**src/uart_tx_pkg.sv**
```systemverilog
`default_nettype none
// ----------------------------------------------------------------------------
// uart_tx_pkg
// Shared types and constants for the queued 8N1 UART transmitter.
// ----------------------------------------------------------------------------
package uart_tx_pkg;

    localparam int QUEUE_DEPTH = 8;
    localparam int PTR_W       = (QUEUE_DEPTH > 2) ? $clog2(QUEUE_DEPTH) : 1;
    localparam int DATA_BITS   = 8;
    localparam int CNT_W       = 4;

    localparam logic [1:0] KIND_WRITE = 2'd0;
    localparam logic [1:0] KIND_TICK  = 2'd1;
    localparam logic [1:0] KIND_BREAK = 2'd2;

    typedef struct packed {
        logic [1:0] kind;
        logic [7:0] data_byte;
    } t_in_word;

    typedef struct packed {
        logic tx_pin;
        logic write_dropped;
        logic busy_res;
    } t_out_word;

endpackage
`default_nettype wire

```
**src/uart_transmitter_with_queue.sv**
```systemverilog
`default_nettype none
// A result word is registered and appears the cycle after its input is taken.
// Throughput: one word per cycle unless the output stalls; the register lets
// a new word enter in the same cycle that the waiting result is taken.
// Reset clears the pointers, the frame machine and the line level (mark); the
// queue entries are undefined until written. Configuration is always ready.
// ----------------------------------------------------------------------------
// uart_transmitter_with_queue
// Ring queue feeding an 8N1 frame machine that advances on bit-time ticks.
// ----------------------------------------------------------------------------
module uart_transmitter_with_queue (
    input  wire                   i_clk,
    input  wire                   i_rst_n,
    input  wire                   i_in_valid,
    output logic                  o_in_stall,
    input  wire uart_tx_pkg::t_in_word i_in_word,
    output logic                  o_out_valid,
    input  wire                   i_out_stall,
    output uart_tx_pkg::t_out_word o_out_word,
    input  wire                   i_cfg_valid,
    output logic                  o_cfg_ready,
    input  wire                   i_cfg_data
);

    localparam logic [1:0] PH_IDLE  = 2'd0;
    localparam logic [1:0] PH_START = 2'd1;
    localparam logic [1:0] PH_DATA  = 2'd2;
    localparam logic [1:0] PH_STOP  = 2'd3;

    localparam logic [uart_tx_pkg::PTR_W-1:0] PTR_LAST =
        uart_tx_pkg::PTR_W'(uart_tx_pkg::QUEUE_DEPTH - 1);
    localparam logic [uart_tx_pkg::CNT_W-1:0] CNT_DONE =
        uart_tx_pkg::CNT_W'(uart_tx_pkg::DATA_BITS);

    logic [7:0]                      r_queue [uart_tx_pkg::QUEUE_DEPTH];
    logic [uart_tx_pkg::PTR_W-1:0]   r_wr_ptr, n_wr_ptr;
    logic [uart_tx_pkg::PTR_W-1:0]   r_rd_ptr, n_rd_ptr;
    logic [1:0]                      r_phase, n_phase;
    logic [7:0]                      r_shift_byte;
    logic [uart_tx_pkg::CNT_W-1:0]   r_bits_sent, n_bits_sent;
    logic                            r_line_level, n_line_level;
    logic                            r_invert;
    logic                            r_out_valid;
    uart_tx_pkg::t_out_word          r_out_word, n_out_word;

    logic                            in_accept;
    logic [uart_tx_pkg::PTR_W-1:0]   wr_next;
    logic [uart_tx_pkg::PTR_W-1:0]   rd_next;
    logic                            do_write;
    logic                            do_load;
    logic                            do_shift;
    logic                            dropped;

    assign o_in_stall  = r_out_valid & i_out_stall;
    assign in_accept   = i_in_valid & ~o_in_stall;
    assign o_cfg_ready = 1'b1;
    assign o_out_valid = r_out_valid;
    assign o_out_word  = r_out_word;

    assign wr_next = (r_wr_ptr == PTR_LAST) ? '0 : r_wr_ptr + 1'b1;
    assign rd_next = (r_rd_ptr == PTR_LAST) ? '0 : r_rd_ptr + 1'b1;

    always_comb begin
        n_wr_ptr     = r_wr_ptr;
        n_rd_ptr     = r_rd_ptr;
        n_phase      = r_phase;
        n_bits_sent  = r_bits_sent;
        n_line_level = r_line_level;
        do_write     = 1'b0;
        do_load      = 1'b0;
        do_shift     = 1'b0;
        dropped      = 1'b0;
        case (i_in_word.kind)
            uart_tx_pkg::KIND_WRITE: begin
                if (wr_next != r_rd_ptr) begin
                    do_write = 1'b1;
                    n_wr_ptr = wr_next;
                end else begin
                    dropped = 1'b1;
                end
            end
            uart_tx_pkg::KIND_TICK: begin
                unique case (r_phase)
                    PH_IDLE: begin
                        if (r_wr_ptr != r_rd_ptr) begin
                            do_load     = 1'b1;
                            n_rd_ptr    = rd_next;
                            n_phase     = PH_START;
                            n_bits_sent = '0;
                        end
                    end
                    PH_START: begin
                        n_line_level = 1'b0;
                        n_phase      = PH_DATA;
                    end
                    PH_DATA: begin
                        do_shift     = 1'b1;
                        n_line_level = r_shift_byte[0];
                        n_bits_sent  = r_bits_sent + 1'b1;
                        if (n_bits_sent >= CNT_DONE) begin
                            n_phase = PH_STOP;
                        end
                    end
                    default: begin
                        n_line_level = 1'b1;
                        n_phase      = PH_IDLE;
                    end
                endcase
            end
            uart_tx_pkg::KIND_BREAK: begin
                n_wr_ptr = '0;
                n_rd_ptr = '0;
                n_phase  = PH_IDLE;
            end
            default: begin
            end
        endcase
        n_out_word.tx_pin        = n_line_level ^ r_invert;
        n_out_word.write_dropped = dropped;
        n_out_word.busy_res      = (n_phase != PH_IDLE) || (n_wr_ptr != n_rd_ptr);
    end

    always_ff @(posedge i_clk) begin
        if (in_accept && do_write) begin
            r_queue[r_wr_ptr] <= i_in_word.data_byte;
        end
        if (!i_rst_n) begin
            r_shift_byte <= '0;
        end else if (in_accept && do_load) begin
            r_shift_byte <= r_queue[r_rd_ptr];
        end else if (in_accept && do_shift) begin
            r_shift_byte <= {1'b0, r_shift_byte[7:1]};
        end
    end

    always_ff @(posedge i_clk) begin
        if (!i_rst_n) begin
            r_wr_ptr     <= '0;
            r_rd_ptr     <= '0;
            r_phase      <= PH_IDLE;
            r_bits_sent  <= '0;
            r_line_level <= 1'b1;
            r_invert     <= 1'b0;
            r_out_valid  <= 1'b0;
        end else begin
            if (i_cfg_valid && o_cfg_ready) begin
                r_invert <= i_cfg_data;
            end
            if (in_accept) begin
                r_wr_ptr     <= n_wr_ptr;
                r_rd_ptr     <= n_rd_ptr;
                r_phase      <= n_phase;
                r_bits_sent  <= n_bits_sent;
                r_line_level <= n_line_level;
                r_out_valid  <= 1'b1;
            end else if (!i_out_stall) begin
                r_out_valid  <= 1'b0;
            end
        end
    end

    always_ff @(posedge i_clk) begin
        if (in_accept) begin
            r_out_word <= n_out_word;
        end
    end

`ifndef SYNTH
    // A dropped write means the queue was full, so the block must report busy.
    a_drop_busy: assert property (@(posedge i_clk) disable iff (!i_rst_n)
        (r_out_valid && r_out_word.write_dropped) |-> r_out_word.busy_res)
        else $error("dropped write reported while not busy");

    // The data phase never runs past eight bits.
    a_bits_bound: assert property (@(posedge i_clk) disable iff (!i_rst_n)
        (r_phase == PH_DATA) |-> (r_bits_sent < CNT_DONE))
        else $error("bit counter overran in data phase");

    // A break empties the queue and idles the frame machine.
    a_break_flush: assert property (@(posedge i_clk) disable iff (!i_rst_n)
        (in_accept && i_in_word.kind == uart_tx_pkg::KIND_BREAK) |=>
        (r_wr_ptr == '0 && r_rd_ptr == '0 && r_phase == PH_IDLE && r_out_valid))
        else $error("break did not flush the queue");

    // The start bit always follows a load from the queue.
    a_start_after_load: assert property (@(posedge i_clk) disable iff (!i_rst_n)
        $rose(r_phase == PH_START) |-> (r_bits_sent == '0))
        else $error("start phase entered without a load");
`endif

endmodule
`default_nettype wire
```
**config.mk**
```make
export PLATFORM = sky130hd
export DESIGN_NAME = uart_transmitter_with_queue
export DESIGN_NICKNAME = d
export VERILOG_FILES = /design/src/uart_tx_pkg.sv /design/src/uart_transmitter_with_queue.sv
export SDC_FILE = /design/constraint.sdc
export NUM_CORES = 1
export LEC_CHECK = 0
export BUFFER_PORTS_ARGS = -buffer_cell sky130_fd_sc_hd__buf_4
export CAP_MARGIN = 20
export CORE_MARGIN = 2
export CORE_UTILIZATION = 27
export CTS_BUF_LIST = sky130_fd_sc_hd__clkbuf_4
export DETAILED_ROUTE_END_ITERATION = 10
export HOLD_SLACK_MARGIN = 0.1
export MAX_ROUTING_LAYER = met4
export PLACE_DENSITY = 0.53
export SLEW_MARGIN = 0
export SYNTH_ARGS = -nofsm -noshare
export SYNTH_HDL_FRONTEND = slang
export SYNTH_SLANG_ARGS = --single-unit
```
**constraint.sdc**
```tcl
create_clock -name i_clk -period 3.8 [get_ports i_clk]
set_input_delay 0.57 -clock i_clk [delete_from_list [all_inputs] [get_ports i_clk]]
set_output_delay 0.57 -clock i_clk [all_outputs]
set_load 0.02 [all_outputs]
```
; ---- Word level (Yosys, flattened, before mapping)
; Memory sizes are Yosys's and may differ from the RTL's. A register that Yosys moved wholly into a read port is not among the register bits.
; Cells that the tools add are included.
[classes]
addsub = 3
n_mul = 0
n_div = 0
mux = 31
magnitude_cmp = 1
n_reduce_logical = 10
bitwise = 4
n_eq_ne = 11
n_shift = 0
[op_table]
columns = operator, n
row1 = 2-to-1 mux 3 bit, 7
row2 = 2-to-1 mux 8 bit, 2
row3 = 2-to-1 mux 1 bit, 13
row4 = case mux 3 bit (2 select lines), 2
row5 = inequality test 3 bit, 3
row6 = case mux 4 bit (2 select lines), 1
row7 = adder 3 x 1 -> 3 bit (second input constant), 2
row8 = == test 3 bit (second input constant), 2
row9 = case mux 2 bit (3 select lines), 1
row10 = nonzero test 2 bit, 3
row11 = adder 4 x 1 -> 4 bit (second input constant), 1
row12 = == test 2 x 1 -> 1 bit (second input constant), 2
row13 = == test 2 bit (second input constant), 2
row14 = >= comparator 4 bit (second input constant), 1
row15 = zero test 2 bit, 2
row16 = 2-to-1 mux 2 bit, 2
row17 = 2-to-1 mux 4 bit, 1
row18 = case mux 2 bit (2 select lines), 1
row19 = AND reduction 4 bit, 1
row20 = logical AND 1 bit, 3
row21 = case mux 1 bit (3 select lines), 1
row22 = bitwise AND 1 bit, 2
row23 = inequality test 2 x 1 -> 1 bit (second input constant), 1
row24 = inequality test 2 bit (second input constant), 1
row25 = 3 further kinds, 3
[totals]
wordCells = 72
n_memories = 1
romBits = 0
latchBits = 0
input_bits = 16
ram_bits = 64
register_bits = 26
[memory_table]
columns = memory, depth, width, rd, rd_ports_with_merged_regs, write_ports, line_no
row1 = r_queue, 8, 8, 1, 1, 1, uart_transmitter_with_queue.sv:35  ; logic [7:0] r_queue [uart_tx_pkg::QUEUE_DEPTH];

; ---- Logic depth before layout (Yosys ltp)
; Gate-level depths: netlist of the first run.
[depth]
ltp_word = 8
depth_mapped = 9

; ---- Worst setup path after synthesis of the first run
; OpenSTA, ideal clock, no wires.
[synth_timing]
path_type = reg-to-reg
from = register r_wr_ptr[1] in the netlist's numbering
to = memory r_queue[4][0] (enable)
required_ns = 3.402
arrival_time_ns = 2.353
path_buffers = 0
path_stages_with_launch = 8
path_slack_ns = 1.050
path_cell_list = dfxtp_1 ha_1 ha_1 xnor2_1 and2_1 nand2_1 nand3_1 nor4b_1
[synth_between]
elab_chain_len = 8
elab_cells_between_ends = 9
classes_between = add/sub: 1 / eq/ne: 2 / mux: 5 / reduce/logical: 1
[synth_rtl]
columns = item, line_no
row1 = "start, declared", uart_transmitter_with_queue.sv:36  ; logic [uart_tx_pkg::PTR_W-1:0] r_wr_ptr, n_wr_ptr;
row2 = "start signal, assigned", uart_transmitter_with_queue.sv:150  ; r_wr_ptr <= n_wr_ptr;
row3 = adder 3 x 1 -> 3 bit or == test 3 bit (tied branches), uart_transmitter_with_queue.sv:60  ; assign wr_next = (r_wr_ptr == PTR_LAST) ? '0 : r_wr_ptr + 1'b1;
row4 = 2-to-1 mux 3 bit, uart_transmitter_with_queue.sv:60
row5 = inequality test 3 bit, uart_transmitter_with_queue.sv:75  ; if (wr_next != r_rd_ptr) begin
row6 = 2-to-1 mux 1 bit, uart_transmitter_with_queue.sv:75
row7 = 2-to-1 mux 1 bit, uart_transmitter_with_queue.sv:73  ; case (i_in_word.kind)
row8 = logical AND 1 bit, uart_transmitter_with_queue.sv:124  ; if (in_accept && do_write) begin
row9 = 2-to-1 mux 1 bit, uart_transmitter_with_queue.sv:124
row10 = 2-to-1 mux 1 bit (implied by the code), uart_transmitter_with_queue.sv:125  ; r_queue[r_wr_ptr] <= i_in_word.data_byte;
row11 = "end, declared", uart_transmitter_with_queue.sv:35
; Parallel ways exist; a longest one is shown, timed or not.

; ---- Worst setup path in the final report of the first run
[layout_timing]
from = register r_wr_ptr[1] in the netlist's numbering
to = memory r_queue[7][1] (enable)
; Same word-level chain as after synthesis.

==> reports/results.ini, run 1 <==
[status]
outcome = finished, final reports clean

[route]
ant_nets = 0
num_vias = 2320
drc_errors = 0
first_pass_iters = 4
viasPerCell = 4.75
drtIter0Drc = 170
wl_mm = 8.14
wl_per_cell_um = 16.7

[clocking]
cts_tree = yes
clkTransAtPathRegs_ns = 0.15
post_cts_buffers = 0
cts-buffers-inserted = 9
cts_hold_buf = 0
cts_buffer_depth = 2
clk_latency_ns = 0.44
cts_resized = 0
cts.htree.levels = 3
clock-sinks = 93
root_buffer = clkbuf_4

[placed_design]
gp_congestion = 0.737
place_inst = 474
portBuffers = 20
pre_cts_ws_ns = 0.960
dp_hpwl_mm = 5.24
dpl_cell_area_mm2 = 0.00442

[sta]
maxSlewViolCount = 0
fmax_mhz = 360
rsz0062_at_grt = no
setup_viol = 0
setup_tns_ns = 0
slew_headroom = 0.424
hold_viol = 0
finalCritPeriodShare = 0.732
fin_skew_ns = 0.0153
period_needed_ns = 2.78
worst_pin_slew_ns = 0.863
finalWorstSetupSlack_ns = 1.02

[power]
powerDensity_mw_per_mm2 = 415
p_total_mw = 1.90
power_leakage_nw = 1.52
vdd_drop_max_uv = 142

[synthesis]
synth_cells = 279
yosys_warnings = 0
yosys.area.top_type = edfxtp_1
synth_area_leaders = edfxtp_1 49%, dfxtp_1 13%, mux4_2 8.9%
yosysTopAreaCellShare = 0.494
ys_types = 48
synth_area_mm2 = 0.00407
synth-edff-count = 67
ys_seq_elements = 93
ys_seq_area_frac = 0.622
synth_ff_type = edfxtp_1
async_reset_ff_frac = 0
synth_nets = 306
avgSynthCellArea_um2 = 14.6

[cells_and_area]
diodes = 0
final_layout_size_suffix_gt1_frac = 0.243
final_cells = 488
areaGrowthSynthToFinish_pct = 12.4
fill_cells = 1460
stdcell_area_mm2 = 0.00457
nets = 328

[global_routing]
first_global_vias = 2344
antenna_found_initial = 0
grt-ovfl-total = 0
grt_pass1_wl_mm = 13.0
grt_max_degree = 21
grt.total_usage = 0.110

[floorplanning]
coreArea_mm2 = 0.0146
fp.dieH_um = 127
start_util = 0.278
dieArea_mm2 = 0.0161
placementRows = 44
fp.dieW_um = 127
io_pins = 22

[critical_path]
cp-end-kind = flip-flop
path_cells = ha_1 -> ha_1 -> xnor2_1 -> and2_1 -> nand2_1 -> nand4_1 -> nor2_1
crit_path_top_delay_cell = nor2_1
crit_top_cell = ha_1
r2r_start = r_wr_ptr[1]
path_class = reg -> reg
path_buf_inv = 0
reg2reg_to = r_queue[7][1]
cp_data_required_time_ns = 3.89
path_max_fanout = 13
start_kind = flip-flop
worstPathArrival_ns = 2.87
crit_cells = 7
crit_family = simple AND/OR/NAND/NOR gates
reg2reg_depth = 7
rrSetupSlack_ns = 1.02
cpPeakStageDelay_ns = 0.66

[worst_hold_path]
min_delay_path_depth = 2
hold_class = in -> reg
hp-start = i_rst_n
holdPathEnd = r_line_level

[job]
max-cap-violations = 0

## kinds of logic after synthesis
family / synth area share
xor gates and xnor gates: 0.0258
and+or+nand+nor: 0.0830
AOI/OAI and AO/OA: 0.0806
adders and majority gates: 0.0338
muxes: 0.120
DFF: 0.622
other: 0.000922
buffers and inverters: 0.0338
## per-layer routing
metal | track usage | vias up | share of wire
li1 | - | 1116 | -
met2 | 0.175 | 37 | 0.48
met3 | 0.0308 | 8 | 0.031
met4 | 0.0310 | 0 | 0.0088
met5 | - | - | 0
met1 | 0.138 | 1159 | 0.48
## where the power goes
group	internal (mW)	switching, mW	total, mW	leakage [nW]
registers	1.10	0.0163	1.12	0.816
logic	0.0752	0.0961	0.171	0.626
clock network	0.265	0.342	0.606	0.0824
total	1.44	0.454	1.90	1.52
## metrics by stage
stage,hold slack [ns],util
global placement,0.462,0.302
detailed placement,0.465,0.302
CTS,0.296,0.312
finish,0.352,0.312
floorplan,0.444,-
global route,0.303,0.312
## state kept, by name (all words and copies together) (netlist names), named ones only
name          flops
r_invert          1
r_bits_sent       4
r_line_level      1
o_out_valid       1
r_phase           2
r_shift_byte      8
r_queue          64
r_rd_ptr          3
r_wr_ptr          3
o_out_word        3
## how the worst max path moves through the flow
stage / endpoint / from / slack, ns
after floorplan: r_queue[4][0] / r_wr_ptr[1] / 1.05
after global placement: r_queue[7][7] / r_wr_ptr[0] / 1.04
after detailed placement: r_queue[7][4] / r_wr_ptr[1] / 0.96
after CTS: r_queue[7][3] / r_wr_ptr[0] / 0.93
after global routing: r_queue[7][0] / r_wr_ptr[0] / 0.77
final: r_queue[7][1] / r_wr_ptr[1] / 1.02
## cells in the mapped netlist, types with 3 or more instances
library cell and n:
o211ai_1 4, edfxtp_1 67, xor2_1 4, buf_4 4, clkbuf_1 8, ha_1 11, a222oi_1 5, buf_6 3
mux2i_1 7, a211oi_1 9, nor2b_1 4, and2_1 3, nand4_1 3, nand3_1 4, mux4_2 16, dfxtp_1 26
a21oi_1 6, nor2_1 24, a32oi_1 4, xnor2_1 8, nand2_1 15, inv_1 7, mux2_2 5
## layout by cell type, fill, tap and decap left out, drive strengths merged, types with 7 or more instances in the layout
cell type | synthesis | routed
xnor2 | 8 | 8
edfxtp | 67 | 67
ha | 11 | 11
mux2i | 7 | 7
a211oi | 9 | 9
nor2 | 26 | 26
a21oi | 7 | 7
inv | 8 | 9
buf | 8 | 28
dfxtp | 26 | 26
nand2 | 15 | 15
mux4 | 16 | 16
clkbuf | 8 | 9
## layout make-up
type                            count  area, µm²  area share
Sequential cell                    93       2530       0.554
Multi-Input combinational cell    161       1420       0.310
Tap cell                          184        230      0.0503
Timing Repair Buffer               28        210      0.0460
Clock inverter                      5       86.3      0.0189
Clock buffer                        9       67.6      0.0148
Inverter                            8       30.0     0.00656
No activity file was read; power rests on OpenSTA's default activity.
==> run 2, diff against run 1 <==
--- a/config.mk
+++ b/config.mk
@@ -5,6 +5,7 @@
 export SDC_FILE = /design/constraint.sdc
 export NUM_CORES = 1
 export LEC_CHECK = 0
+export ABC_AREA = 1
 export BUFFER_PORTS_ARGS = -buffer_cell sky130_fd_sc_hd__buf_4
 export CAP_MARGIN = 20
 export CORE_MARGIN = 2
==> constraint.sdc (replaced) <==
create_clock -name i_clk -period 2.8 [get_ports i_clk]
set_input_delay 0.42 -clock i_clk [delete_from_list [all_inputs] [get_ports i_clk]]
set_output_delay 0.42 -clock i_clk [all_outputs]
set_load 0.02 [all_outputs]
==> reports/results.ini, run 2 <==
[clocking]
clock-sinks = 93  ; unchanged
cts_hold_buf = 1  ; +1
cts_tree = yes
root_buffer = clkbuf_4
clk_latency_ns = 0.47  ; +0.03 ns
cts.htree.levels = 3  ; unchanged
cts-buffers-inserted = 9  ; unchanged
cts_resized = 0  ; unchanged
clkTransAtPathRegs_ns = 0.16  ; about the same
cts_buffer_depth = 2  ; unchanged
post_cts_buffers = 0  ; unchanged

[power]
powerDensity_mw_per_mm2 = 577  ; +39%
clkPwrFrac = 0.296  ; -0.023
vdd_drop_max_uv = 183  ; +29%
pwr-share-comb = 0.142  ; +0.052
power_leakage_nw = 1.89  ; +24%
switchingPower_mw = 0.807  ; +78%
internal_power_mw = 1.93  ; +34%
seq_power_share = 0.562  ; -0.028
power_switching_share = 0.294  ; +0.0554

[route]
viasPerCell = 4.75  ; -0.13%
wl_mm = 9.71  ; +19%
num_vias = 3086  ; +33%
drtIter0Drc = 234  ; +38%
drc_errors = 0  ; unchanged
wl_per_cell_um = 14.9  ; -10%
first_pass_iters = 4  ; unchanged
ant_nets = 0  ; unchanged

[synthesis]
synth_area_mm2 = 0.00421  ; +3.4%
synth_nets = 459  ; +50%
yosysMostFrequentCell = nand2_1
synth_cells = 432  ; +55%
yosys.area.top_type = edfxtp_1
yosys_warnings = 0  ; unchanged
synth-edff-count = 67  ; unchanged
avgSynthCellArea_um2 = 9.74  ; -33%
ys_top_cells_by_count = 94 x nand2_1, 67 x edfxtp_1, 44 x o21ai_0
async_reset_ff_frac = 0  ; unchanged
ys_seq_area_frac = 0.602  ; -0.0205
ys_seq_elements = 93  ; unchanged
synth_ff_type = edfxtp_1
synth_area_leaders = edfxtp_1 48%, dfxtp_1 12%, nand2_1 8.4%
yosysTopAreaCellShare = 0.478  ; -0.0163
ys_types = 36  ; -25%

[sta]
setup_tns_ns = 0  ; unchanged
setup_viol = 0  ; unchanged
period_needed_ns = 2.54  ; -0.238 ns
rsz0062_at_grt = no
slew_headroom = 0.454  ; +0.0306
fin_skew_ns = 0.0195  ; +0.00421 ns
finalCritPeriodShare = 0.908  ; +0.177
hold_viol = 0  ; unchanged
maxSlewViolCount = 0  ; unchanged
fmax_mhz = 393  ; +9.3%
worst_pin_slew_ns = 0.818  ; -0.0457 ns

[cells_and_area]
mostFrequentLayoutCells = 94 x nand2_1, 67 x edfxtp_1, 44 x o21ai_0, 43 x nor2_1, 34 x inv_1
diodes = 0  ; unchanged
regMostFlops = r_queue
final_cells = 650  ; +33%
fill_cells = 1568  ; +7.4%
nets = 484  ; +48%
areaGrowthSynthToFinish_pct = 13.0
largest_register_ffs = 64  ; unchanged
final_common_cell = nand2_1
final_layout_size_suffix_gt1_frac = 0.154  ; -0.0897
biggestRegsByFlops = r_queue: 64 flops, r_shift_byte: 8 flops, r_bits_sent: 4 flops

[floorplanning]
fp.dieH_um = 129  ; +1.6%
fp.dieW_um = 129  ; +1.6%
io_pins = 22  ; unchanged
start_util = 0.277  ; -0.00106
placementRows = 45  ; +2.3%
coreArea_mm2 = 0.0152  ; +3.8%
dieArea_mm2 = 0.0166  ; +3.3%

[placed_design]
dp_hpwl_mm = 7.01  ; +34%
gp_congestion = 0.930  ; +26%
place_inst = 633  ; +34%
portBuffers = 20  ; unchanged

[global_routing]
grt_max_degree = 33  ; +57%
grt_pass1_wl_mm = 15.5  ; +19%
antenna_found_initial = 0  ; unchanged
grt-ovfl-total = 0  ; unchanged
grt.total_usage = 0.128  ; +0.0181
first_global_vias = 2891  ; +23%

[critical_path]
worstPathArrival_ns = 2.67  ; -0.20 ns
path_max_fanout = 8  ; -5
start_kind = flip-flop
cp-end-kind = flip-flop
path_class = reg -> reg
cp_data_required_time_ns = 2.92  ; -0.97 ns

[status]
outcome = finished, final reports clean

[job]
max-cap-violations = 0  ; unchanged

[worst_hold_path]
hold_class = in -> reg

run 2: cell count changes after synthesis, sizes merged, moves of 5 or more:
cell    previous run  this run
mux2               5         0
a21oi              7        23
a211oi             9         1
mux2i              7         0
a222oi             5         0
o22ai              0        14
inv                8        42
nor2              26        46
mux4              16         0
nand3              4        17
nand2             15       105
xnor2              8         0
o21ai              2        49
run 2: final cells by class:
cell class	instances	area [µm²]	share of cell area
clock buffers	9	67.6	0.0142
clock inverters	7	91.3	0.0192
inverters	43	166	0.0350
multi-input cells	281	1440	0.303
flip-flops and latches	93	2530	0.533
well taps	188	235	0.0495
repair buffers	29	220	0.0463
run 2: metrics by stage:
stage | worst slack, ns | power, mW | cell area [µm²] | utilization | hold WS [ns]
6_report | 0.256 | 2.74 | 4750 | 0.313 | 0.163
5_1_grt | 0.0546 | 2.87 | 4750 | 0.313 | 0.140
4_1_cts | 0.258 | 2.76 | 4750 | 0.313 | 0.134
3_5_place_dp | 0.305 | 1.96 | 4580 | 0.302 | 0.453
3_3_place_gp | 0.435 | 1.96 | 4580 | 0.302 | 0.448
2_1_floorplan | 0.671 | 1.83 | 4210 | - | 0.434
run 2: final timing paths:
kind | startpoint | to | slack (ns) | cells past startpoint
setup / recovery | r_wr_ptr[1] | r_queue[0][5] | 0.26 | 11
hold / removal | i_cfg_data | r_invert | 0.16 | 3
setup reg to reg | r_wr_ptr[1] | r_queue[0][5] | 0.26 | 11
hold reg to reg | r_shift_byte[7] | r_shift_byte[7] | 0.47 | 2
run 2: routing by layer:
metal  GRT usage  wire (µm)  up-vias  part of all wire
met3      0.0324        538       22             0.055
li1            -          -     1512                 -
met1       0.169       4610     1459              0.47
met5           -          0        -                 0
met4      0.0486        176        0             0.018
met2       0.189       4390       93              0.45
run 2: worst max-delay path, stage by stage, from the launching register on:
cell and delay [ns]:
dfxtp_1 0.47, ha_1 0.21, ha_1 0.26, inv_1 0.06
nand2_1 0.05, nand2_1 0.07, nor2_2 0.05, nand2_1 0.09
nand2_1 0.09, nor2_1 0.16, nand2_1 0.16, nor2_1 0.52
run 2: power groups by stage:
stage                     clock network (mW)  logic, mW  registers [mW]
after floorplan                            0      0.266            1.57
final                                  0.812      0.390            1.54
after CTS                              0.833      0.390            1.54
after global placement                     0      0.388            1.57
after detailed placement                   0      0.387            1.57
after global routing                   0.886      0.439            1.54
run 2: cells by family after synthesis:
logic type                 after synthesis  share of synthesized area
and+or+nand+nor                        177                      0.187
buffers and inverters                   58                     0.0559
other                                    1                   0.000891
AOI/OAI and AO/OA                       90                      0.118
xor gates and xnor gates                 2                    0.00416
adders and majority gates               11                     0.0327
DFF                                     93                      0.602
